==> config.mk <==
export PLATFORM = sky130hd
export DESIGN_NAME = restoring_divider_64_flat
export DESIGN_NICKNAME = d
export VERILOG_FILES = /design/src/design/rd64_pkg.sv /design/src/design/rd64_in_if.sv /design/src/design/rd64_out_if.sv /design/src/design/restoring_divider_64.sv /design/src/design/rd64_ctrl.sv /design/src/design/rd64_dp.sv /design/src/flat_wrapper.sv
export SDC_FILE = /design/constraint.sdc
export NUM_CORES = 1
export LEC_CHECK = 0
export BUFFER_PORTS_ARGS = -buffer_cell sky130_fd_sc_hd__buf_2
export CORE_ASPECT_RATIO = 1.2
export CORE_UTILIZATION = 50
export DETAILED_ROUTE_END_ITERATION = 7
export PLACE_DENSITY = 0.75
export SLEW_MARGIN = 20
export SYNTH_ARGS = -nofsm -noshare
export SYNTH_HDL_FRONTEND = slang
export SYNTH_SLANG_ARGS = --single-unit
export TNS_END_PERCENT = 1
==> constraint.sdc <==
create_clock -name clk -period 20 [get_ports clk]
set_clock_uncertainty 0.1 [all_clocks]
set_input_delay 3 -clock clk [delete_from_list [all_inputs] [get_ports clk]]
set_output_delay 3 -clock clk [all_outputs]
set_load 0.01 [all_outputs]
==> src/design/rd64_pkg.sv <==
// ----------------------------------------------------------------------------
// rd64_pkg
// Shared constants and controller/datapath handshake types for the
// radix-2 restoring divider.
// ----------------------------------------------------------------------------
package rd64_pkg;

  // Port width of every operand and result field
  localparam int unsigned RD64_PORT_W    = 64;
  // Default arithmetic width (low bits of each operand that take part)
  localparam int unsigned RD64_WIDTH_DEF = 64;

  // Commands from the controller to the datapath
  typedef struct packed {
    logic load;    // capture operands of an accepted beat
    logic prep;    // take magnitudes, latch signs and zero-divisor flag
    logic step;    // one restoring iteration
    logic finish;  // apply sign fix-up and write the output register
  } rd64_cmd_t;

  // Status from the datapath to the controller
  typedef struct packed {
    logic div_zero;  // captured divisor is zero (valid during prep)
    logic out_free;  // output register can take a result this cycle
  } rd64_stat_t;

endpackage

==> src/design/rd64_in_if.sv <==
// ----------------------------------------------------------------------------
// rd64_in_if
// Operand channel: dividend, divisor and signed selector with valid/ready.
// ----------------------------------------------------------------------------
interface rd64_in_if
  import rd64_pkg::*;
();
  logic                   valid;
  logic                   ready;
  logic [RD64_PORT_W-1:0] dividend;
  logic [RD64_PORT_W-1:0] divisor;
  logic                   action;

  modport source (output valid, dividend, divisor, action, input ready);
  modport sink   (input valid, dividend, divisor, action, output ready);
endinterface

==> src/design/rd64_out_if.sv <==
// ----------------------------------------------------------------------------
// rd64_out_if
// Result channel: quotient, remainder and zero-divisor flag with valid/ready.
// ----------------------------------------------------------------------------
interface rd64_out_if
  import rd64_pkg::*;
();
  logic                   valid;
  logic                   ready;
  logic [RD64_PORT_W-1:0] quotient;
  logic [RD64_PORT_W-1:0] remainder;
  logic                   div_by_zero;

  modport source (output valid, quotient, remainder, div_by_zero, input ready);
  modport sink   (input valid, quotient, remainder, div_by_zero, output ready);
endinterface

==> src/design/restoring_divider_64.sv <==
// ----------------------------------------------------------------------------
// restoring_divider_64
// Radix-2 restoring divider, signed or unsigned, one quotient bit per cycle.
// ----------------------------------------------------------------------------
//
//   channel   dir   handshake             beat contents
//   in_ch     in    valid / ready         dividend, divisor, action
//   out_ch    out   valid / ready         quotient, remainder, div_by_zero
//
// An operand beat is taken only while the sequencer is idle. After the
// accepting edge the sequencer steps through prep (take magnitudes and check
// for a zero divisor), the shift-and-subtract iterations (one quotient bit
// each, shared subtractor) and the sign fix-up into the output register. The
// next operand beat is taken only once the fix-up has written the result. A
// zero divisor skips the iterations and goes from prep straight to fix-up.
// Synchronous active-low reset clears the sequencer and the output valid.
// A stalled result sits in the output register while the next operand beat
// is accepted and divided; only the final write waits for it to drain.
//
module restoring_divider_64
  import rd64_pkg::*;
#(
  parameter int unsigned WIDTH = RD64_WIDTH_DEF
) (
  input  logic      clk,
  input  logic      rst_n,
  rd64_in_if.sink   in_ch,
  rd64_out_if.source out_ch
);

  rd64_cmd_t  cmd;   // sequencer commands to the datapath
  rd64_stat_t stat;  // datapath status back to the sequencer

  // Sequencer: owns input ready and the iteration count
  rd64_ctrl #(
    .WIDTH (WIDTH)
  ) u_ctrl (
    .clk      (clk),
    .rst_n    (rst_n),
    .in_valid (in_ch.valid),
    .in_ready (in_ch.ready),
    .stat     (stat),
    .cmd      (cmd)
  );

  // Datapath: operands, step unit, fix-up and output register
  rd64_dp #(
    .WIDTH (WIDTH)
  ) u_dp (
    .clk             (clk),
    .rst_n           (rst_n),
    .cmd             (cmd),
    .stat            (stat),
    .in_dividend     (in_ch.dividend),
    .in_divisor      (in_ch.divisor),
    .in_action       (in_ch.action),
    .out_valid       (out_ch.valid),
    .out_ready       (out_ch.ready),
    .out_quotient    (out_ch.quotient),
    .out_remainder   (out_ch.remainder),
    .out_div_by_zero (out_ch.div_by_zero)
  );

endmodule

==> src/design/rd64_ctrl.sv <==
// ----------------------------------------------------------------------------
// rd64_ctrl
// Sequencer: accept, prepare, iterate WIDTH times, fix up and hand off.
// ----------------------------------------------------------------------------
module rd64_ctrl
  import rd64_pkg::*;
#(
  parameter int unsigned WIDTH = RD64_WIDTH_DEF
) (
  input  logic       clk,
  input  logic       rst_n,
  input  logic       in_valid,
  output logic       in_ready,
  input  rd64_stat_t stat,
  output rd64_cmd_t  cmd
);

  localparam int unsigned CW = $clog2(WIDTH);

  typedef enum logic [1:0] {
    ST_IDLE,
    ST_PREP,
    ST_DIV,
    ST_FIX
  } state_t;

  state_t         state_r, state_nxt;
  logic [CW-1:0]  cnt_r, cnt_nxt;

  always_comb begin
    state_nxt  = state_r;
    cnt_nxt    = cnt_r;
    cmd        = '0;
    in_ready   = 1'b0;
    case (state_r)
      ST_IDLE: begin
        in_ready = 1'b1;
        cmd.load = in_valid;
        if (in_valid) begin
          state_nxt = ST_PREP;
        end
      end
      ST_PREP: begin
        cmd.prep = 1'b1;
        cnt_nxt  = CW'(WIDTH - 1);
        // zero divisor skips the iterations entirely
        state_nxt = stat.div_zero ? ST_FIX : ST_DIV;
      end
      ST_DIV: begin
        cmd.step = 1'b1;
        cnt_nxt  = cnt_r - CW'(1);
        if (cnt_r == '0) begin
          state_nxt = ST_FIX;
        end
      end
      ST_FIX: begin
        // hold until the output register is free
        cmd.finish = stat.out_free;
        if (stat.out_free) begin
          state_nxt = ST_IDLE;
        end
      end
      default: begin
        state_nxt = ST_IDLE;
      end
    endcase
  end

  always_ff @(posedge clk) begin
    if (!rst_n) begin
      state_r <= ST_IDLE;
      cnt_r   <= '0;
    end else begin
      state_r <= state_nxt;
      cnt_r   <= cnt_nxt;
    end
  end

endmodule

==> src/design/rd64_dp.sv <==
// ----------------------------------------------------------------------------
// rd64_dp
// Datapath: operand registers, shared shift/subtract step, sign fix-up and
// output register.
// ----------------------------------------------------------------------------
module rd64_dp
  import rd64_pkg::*;
#(
  parameter int unsigned WIDTH = RD64_WIDTH_DEF
) (
  input  logic                   clk,
  input  logic                   rst_n,
  input  rd64_cmd_t              cmd,
  output rd64_stat_t             stat,
  input  logic [RD64_PORT_W-1:0] in_dividend,
  input  logic [RD64_PORT_W-1:0] in_divisor,
  input  logic                   in_action,
  output logic                   out_valid,
  input  logic                   out_ready,
  output logic [RD64_PORT_W-1:0] out_quotient,
  output logic [RD64_PORT_W-1:0] out_remainder,
  output logic                   out_div_by_zero
);

  // nq_r holds the dividend bits still to shift in; quotient bits fill from
  // the bottom as they are produced
  logic [WIDTH-1:0] nq_r;
  logic [WIDTH-1:0] d_r;
  logic [WIDTH-1:0] rem_r;
  logic             sgn_r;
  logic             n_neg_r;
  logic             q_neg_r;
  logic             dz_r;

  logic [RD64_PORT_W-1:0] q_out_r;
  logic [RD64_PORT_W-1:0] r_out_r;
  logic                   dz_out_r;
  logic                   out_valid_r;

  logic [WIDTH-1:0] r_sh;
  logic [WIDTH:0]   diff;
  logic             take;
  logic             n_neg;
  logic             d_neg;
  logic [WIDTH-1:0] q_fix;
  logic [WIDTH-1:0] r_fix;

  // one restoring step; the bit shifted out of the top forces a subtract
  always_comb begin
    r_sh = {rem_r[WIDTH-2:0], nq_r[WIDTH-1]};
    diff = {1'b0, r_sh} - {1'b0, d_r};
    take = rem_r[WIDTH-1] | ~diff[WIDTH];
  end

  assign n_neg = sgn_r & nq_r[WIDTH-1];
  assign d_neg = sgn_r & d_r[WIDTH-1];
  assign q_fix = q_neg_r ? (WIDTH'(0) - nq_r)  : nq_r;
  assign r_fix = n_neg_r ? (WIDTH'(0) - rem_r) : rem_r;

  assign stat.div_zero = (d_r == '0);
  assign stat.out_free = ~out_valid_r | out_ready;

  always_ff @(posedge clk) begin
    if (cmd.load) begin
      nq_r  <= in_dividend[WIDTH-1:0];
      d_r   <= in_divisor[WIDTH-1:0];
      sgn_r <= in_action;
    end
    if (cmd.prep) begin
      nq_r    <= n_neg ? (WIDTH'(0) - nq_r) : nq_r;
      d_r     <= d_neg ? (WIDTH'(0) - d_r)  : d_r;
      rem_r   <= '0;
      n_neg_r <= n_neg;
      q_neg_r <= n_neg ^ d_neg;
      dz_r    <= (d_r == '0);
    end
    if (cmd.step) begin
      rem_r <= take ? diff[WIDTH-1:0] : r_sh;
      nq_r  <= {nq_r[WIDTH-2:0], take};
    end
    if (cmd.finish) begin
      q_out_r  <= dz_r ? '0 : RD64_PORT_W'(q_fix);
      r_out_r  <= dz_r ? '0 : RD64_PORT_W'(r_fix);
      dz_out_r <= dz_r;
    end
  end

  always_ff @(posedge clk) begin
    if (!rst_n) begin
      out_valid_r <= 1'b0;
    end else if (cmd.finish) begin
      out_valid_r <= 1'b1;
    end else if (out_ready) begin
      out_valid_r <= 1'b0;
    end
  end

  assign out_valid       = out_valid_r;
  assign out_quotient    = q_out_r;
  assign out_remainder   = r_out_r;
  assign out_div_by_zero = dz_out_r;

endmodule
==> src/flat_wrapper.sv <==
// flat-port wrapper written by rule: the top's interface ports become plain ports
module restoring_divider_64_flat import rd64_pkg::*;
#(
  parameter int unsigned WIDTH = RD64_WIDTH_DEF
)
  (clk, rst_n, in_ch_valid, in_ch_dividend, in_ch_divisor, in_ch_action, in_ch_ready, out_ch_valid, out_ch_quotient, out_ch_remainder, out_ch_div_by_zero, out_ch_ready);
  rd64_in_if in_ch_i ();
  rd64_out_if out_ch_i ();
  input  logic clk;
  input  logic rst_n;
  input wire logic [$bits(in_ch_i.valid)-1:0] in_ch_valid;
  input wire logic [$bits(in_ch_i.dividend)-1:0] in_ch_dividend;
  input wire logic [$bits(in_ch_i.divisor)-1:0] in_ch_divisor;
  input wire logic [$bits(in_ch_i.action)-1:0] in_ch_action;
  output wire logic [$bits(in_ch_i.ready)-1:0] in_ch_ready;
  output wire logic [$bits(out_ch_i.valid)-1:0] out_ch_valid;
  output wire logic [$bits(out_ch_i.quotient)-1:0] out_ch_quotient;
  output wire logic [$bits(out_ch_i.remainder)-1:0] out_ch_remainder;
  output wire logic [$bits(out_ch_i.div_by_zero)-1:0] out_ch_div_by_zero;
  input wire logic [$bits(out_ch_i.ready)-1:0] out_ch_ready;
  assign in_ch_i.valid = in_ch_valid;
  assign in_ch_i.dividend = in_ch_dividend;
  assign in_ch_i.divisor = in_ch_divisor;
  assign in_ch_i.action = in_ch_action;
  assign in_ch_ready = in_ch_i.ready;
  assign out_ch_valid = out_ch_i.valid;
  assign out_ch_quotient = out_ch_i.quotient;
  assign out_ch_remainder = out_ch_i.remainder;
  assign out_ch_div_by_zero = out_ch_i.div_by_zero;
  assign out_ch_i.ready = out_ch_ready;
  restoring_divider_64 #(.WIDTH(WIDTH)) u_core (.clk(clk), .rst_n(rst_n), .in_ch(in_ch_i), .out_ch(out_ch_i));
endmodule
==> results of run 1 <==
area by class of cell:
type                    instances  area, sq um  share of cell area, %
diodes                          3         7.51                 0.0291
clock buffers                  43          991                   3.84
clock inverters                26          308                   1.19
inverters                     101          379                   1.47
multi-input cells            1792        12000                   46.4
flip-flops and latches        334         9940                   38.5
well taps                     609          762                   2.95
repair buffers                282         1460                   5.65
cells by family after synthesis:
family | Yosys count | synth area share (%)
buf+inv | 229 | 3.85
xor+xnor | 283 | 10.9
mux | 108 | 5.07
fa+ha+maj | 74 | 4.10
simple gates | 745 | 16.5
flops | 334 | 43.7
compound gates | 582 | 15.9
cell usage after synthesis, drive strengths merged (10+ instances only):
cell	count	share of area, %
nor2b	23	0.63
or4	33	1.2
edfxtp	325	43
inv	101	1.7
mux2i	50	2.2
o21a	10	0.33
a21o	30	0.99
mux2	58	2.9
or3	59	1.7
nand4	27	0.87
xnor2	111	4.3
nand3	40	0.88
o211a	19	0.84
o21bai	25	0.84
xor2	172	6.6
ha	73	4.0
o31ai	31	1.1
a21oi	147	3.2
buf	16	0.34
o211ai	51	1.7
clkbuf	112	1.8
or2	14	0.39
nand2	213	3.5
a31oi	23	0.63
nor2	219	3.7
nor4	21	0.89
o21ai	190	4.2
nand2b	19	0.52
nor3	41	0.95
flip-flops by register name, summed over array words and instances, names as in the netlist:
signal and cells:
u_core.u_ctrl.cnt_r 6, u_core.u_dp.out_quotient 64, u_core.u_dp.sgn_r 1, u_core.u_dp.q_neg_r 1, u_core.u_dp.nq_r 64, u_core.u_dp.d_r 64
u_core.u_dp.n_neg_r 1, u_core.u_ctrl.state_r 2, u_core.u_dp.dz_r 1, u_core.u_dp.out_div_by_zero 1, u_core.u_dp.rem_r 64, u_core.u_dp.out_valid 1
u_core.u_dp.out_remainder 64
routing by layer:
| metal | vias up | track usage, % |
|---|---|---|
| li1 | 8970 | - |
| met1 | 9023 | 36.2 |
| met2 | 691 | 45.3 |
| met3 | 101 | 4.08 |
| met4 | 2 | 8.53 |
| met5 | - | 0 |
power breakdown:
group	leakage (nW)	switching, mW	total, mW	internal [mW]
clock	0.634	0.303	0.740	0.437
sequential	3.15	0.336	1.52	1.18
combinational	6.04	1.61	2.59	0.979
metrics by stage:
stage | hold WS [ns] | cells
after global routing | 0.466 | 3187
after CTS | 0.421 | 3187
final | 0.419 | 3190
after floorplan | 0.346 | 2355
after global placement | 0.388 | 3118
after detailed placement | 0.407 | 3118
path summary, 6_finish.rpt:
path / from / to / slack, ns / depth (start not counted)
min reg2reg: u_core.u_ctrl.cnt_r[5] / u_core.u_ctrl.cnt_r[5] / 0.42 / 2
max: u_core.u_dp.nq_r[63] / u_core.u_dp.rem_r[61] / 15.20 / 14
min: u_core.u_ctrl.cnt_r[5] / u_core.u_ctrl.cnt_r[5] / 0.42 / 2
max reg2reg: u_core.u_dp.nq_r[63] / u_core.u_dp.rem_r[61] / 15.20 / 14
critical path: stages (launching register included):
cell and delay [ns]:
edfxtp_1 0.41, inv_1 0.13, ha_1 0.26, fa_1 0.43
nand2b_1 0.19, a21oi_1 0.29, o21ai_1 0.20, a21oi_1 0.29
a41oi_1 0.26, o21bai_2 0.34, a211oi_2 0.18, nor4_4 0.29
buf_4 0.54, o21ai_0 0.43, o22ai_1 0.29
==> impl_metrics.yaml, run 1 <==
status:
  status: "finished clean"
yosys:
  async_flop_share_pct: 0
  syn_nets: 2562
  avgSynthCellArea_sq_um: 9.66
  synth-seq-area-share_pct: 43.7
  netlist_instances: 2355
  ys_ff_latch: 334
  syn_area_sq_um: 22700
  synth_edf_count: 325
  synth_cell_type_count: 80
  yosysWarnings: 0
  synthFlopType: "edfxtp_1"
routing:
  via_count: 18800
  drt_iter0_drc: 1341
  drcViolationCount: 0
  highest_layer: "met5"
  wl_um: 63700
  route.met2.wl_um: 30700
  routed_via_density: 5.89
  ant_nets: 0
  wl_met3_um: 4260
  met1_length_um: 26900
  routedWlPerCell_um: 20.0
  dr.pass1.iters: 5
clocking:
  cts_root_buffer: "clkbuf_16"
  hold_buffers: 0
  worstSkewPairLatency_ns: 0.57
  cts_tree: "done"
  clockBufferDepth: 3
  cts_buffers: 38
  post_cts_resized: 0
  cts_setup_buffers: 0
  clk_pin_slew_worst_paths_ns: 0.06
  htree_levels: 2
  cts.sinks: 334
cells_and_area:
  area_growth_pct: 13.6
  post-route-util_pct: 57.6
  drive_gt1_share_pct: 17.9
  layout.nets: 2756
  fin_area_sq_um: 25800
  final_cell_mix: "edfxtp_1 (325), buf_2 (263), nor2_1 (214)"
  final.fill_count: 3926
  layout_commonest_cell: "edfxtp_1"
pwr:
  vdd_drop_max_uv: 114
  p_per_area_nw_per_um2: 187
  p_total_mw: 4.84
  leakagePower_nw: 9.83
timing:
  slew_viol_final: 0
  slew_headroom_pct: 27.4
  setup_slack_ns: 15.20
  setup_tns_ns: 0
  max_clock_freq_ghz: 0.208
  min_period_ns: 4.80
  hold_violations: 0
  finalSetupViolCount: 0
  grt_setup_unrepaired: "false"
  worst_pin_slew_ns: 1.09
  fin_crit_sh_pct: 24.0
placement:
  pre_cts_slack_ns: 14.75
  dpl_cell_area_sq_um: 24500
  portBuffers: 263
  gp_congestion: 0.917
  dp_hpwl_um: 46200
floorplan:
  start_util_pct: 50.7
  die_w_um: 197
  ioPinCount: 264
  rows: 85
  die_h_um: 236
  core_sq_um: 44900
  dieArea_sq_um: 46400
global_routing:
  antenna_found_initial: 4
  grt_max_degree: 93
  grt-ovfl-total: 0
  grt_pass1_vias: 18100
  grt_usage_pct: 27.2
  grt_pass1_wl_um: 99400
worst_setup_path:
  cp-start-kind: "register"
  crit_path_end_kind: "register"
  cp_max_fo: 62
  crit_arrival_ns: 5.09
  crit_required_ns: 20.29
  critPathKind: "register to register"
run:
  cap_violations: 0
hold_path:
  hold_path.class: "register to register"
Note: power is estimated with default switching activity, not from simulation.
==> run 2, diff against run 1 <==
==> constraint.sdc (replaced) <==
create_clock -name clk -period 4.8 [get_ports clk]
set_clock_uncertainty 0.1 [all_clocks]
set_input_delay 0.72 -clock clk [delete_from_list [all_inputs] [get_ports clk]]
set_output_delay 0.72 -clock clk [all_outputs]
set_load 0.01 [all_outputs]
==> run 2 against run 1 <==
Net effect:
- setup slack worse by 15 ns
- first-iteration DRC count increased by 13%
- sequential power rose to 4.2 times the previous value
- largest power group unchanged
- final cell count increased by 0.31%
- die area unchanged
- power grew to 4.2 times the previous value
==> impl_metrics.yaml, run 2 (synthesis gave the netlist of run 1 again) <==
placement:
  dp_cells: 3129
  gp_congestion: 0.937
  dpl_cell_area_sq_um: 24600
  dp_hpwl_um: 47800
  portBuffers: 263
global_routing:
  grt_max_degree: 86
  grt_pass1_wl_um: 102000
  grt_usage_pct: 27.8
  use_met1_pct: 36.9
  grt_pass1_vias: 18400
  antenna_found_initial: 3
  use_met2_pct: 46.2
  use_met3_pct: 4.13
  grt-ovfl-total: 0
  busiest_layer: "met2"
floorplan:
  ioPinCount: 264
  core_sq_um: 44900
  dieArea_sq_um: 46400
  start_util_pct: 50.7
  die_w_um: 197
  die_h_um: 236
  rows: 85
routing:
  via_count: 19000
  ant_nets: 0
  dr.pass1.iters: 5
  wl_um: 65200
  drt_iter0_drc: 1511
  routedWlPerCell_um: 20.4
  drcViolationCount: 0
  routed_via_density: 5.93
pwr:
  p_total_mw: 20.1
  vdd_drop_max_uv: 451
  p_per_area_nw_per_um2: 778
  leakagePower_nw: 9.85
worst_setup_path:
  critPathKind: "register to register"
  rr_endpoint: "u_core.u_dp.rem_r[13]"
  crit_start: "u_core.u_dp.d_r[12]"
  r2r_slack_ns: 0.36
  crit_required_ns: 5.12
  cp-start-kind: "register"
  cp_max_fo: 17
  reg2regPathDepth: 13
  crit_arrival_ns: 4.76
  crit_path_end_kind: "register"
  crit-reg2reg-launch: "u_core.u_dp.d_r[12]"
cells_and_area:
  final.fill_count: 3973
  final_cells: 3200
  multi_input_area_sq_um: 12000
  final_cell_mix: "edfxtp_1 (325), buf_2 (263), nor2_1 (214)"
  fin_area_sq_um: 25900
  layout_commonest_cell: "edfxtp_1"
  area_growth_pct: 13.7
  layout.nets: 2767
  register_area_sq_um: 9940
  drive_gt1_share_pct: 18.0
status:
  status: "finished clean"
hold_path:
  hp-start: "in_ch_action"
  hold_path.class: "primary input to register"
  hold-path-endpoint: "u_core.u_dp.sgn_r"
  hold-path-cell-count: 1
clocking:
  cts_buffers: 38
  hold_buffers: 0
  clockBufferDepth: 3
  htree_levels: 2
  cts_root_buffer: "clkbuf_16"
  clk_pin_slew_worst_paths_ns: 0.06
  cts.sinks: 334
  cts_setup_buffers: 0
  cts_tree: "done"
  worstSkewPairLatency_ns: 0.56
  post_cts_resized: 0
timing:
  finalSetupViolCount: 0
  hold_violations: 0
  fin_crit_sh_pct: 92.6
  slew_viol_final: 0
  worst_hold_slack_ns: 0.240
  grt_setup_unrepaired: "false"
  min_period_ns: 4.44
  max_clock_freq_ghz: 0.225
  slew_headroom_pct: 34.6
  worst_pin_slew_ns: 0.981
run:
  cap_violations: 0
## run 2: cell count changes in the layout (fill, tap and decap cells not counted), moves of 2 or more
cell       delta
buf_4         +8
clkbuf_1      +5
buf_12        +3
bufinv_16     -3
clkinv_2      -2
## run 2: where the power goes
group / internal [mW] / switching, mW / total [mW]
clock: 1.66 / 1.22 / 2.88
combinational: 4.14 / 6.80 / 10.9
sequential: 4.91 / 1.40 / 6.31
total: 10.7 / 9.42 / 20.1
## run 2: worst max-delay path: stages (launching register included)
cell       delay [ns]
edfxtp_1         0.47
inv_1            0.13
ha_1             0.44
nand3_1          0.21
a2111oi_0        0.42
o21ai_1          0.22
a21oi_1          0.29
a41oi_1          0.25
o21bai_2         0.27
a211oi_2         0.17
o31a_2           0.48
o21ai_2          0.33
buf_4            0.35
o211a_1          0.18
## run 2: layout make-up
cell class              instances  share of cell area (%)
clock buffers                  48                    3.90
clock inverters                20                   0.755
diodes                          3                  0.0290
repair buffers                293                    6.11
inverters                     101                    1.47
multi-input cells            1792                    46.4
well taps                     609                    2.95
flip-flops and latches        334                    38.4
## run 2: stage by stage
step | TNS, ns | worst slack, ns | utilization [%]
CTS | 0 | 0.288 | 57.6
global route | 0 | 0.0299 | 57.6
detailed placement | 0 | 0.320 | 54.9
floorplan | -94.63 | -1.50 | -
finish | 0 | 0.356 | 57.6
global placement | 0 | 0.432 | 54.9
## run 2: worst max-delay path by stage
stage                            endpoint  cells after the start  slack, ns
floorplan            u_core.u_dp.nq_r[10]                      5      -1.50
global placement    u_core.u_dp.rem_r[13]                     13       0.43
detailed placement  u_core.u_dp.rem_r[25]                     13       0.32
CTS                 u_core.u_dp.rem_r[13]                     13       0.29
global route        u_core.u_dp.rem_r[43]                     13       0.03
finish              u_core.u_dp.rem_r[13]                     13       0.36
## run 2: routing by layer
metal  vias up  part of all wire [%]
met5         -                 0.063
met4         6                   3.2
met3       103                   6.5
met2       706                    48
met1      9168                    42
li1       8990                     -
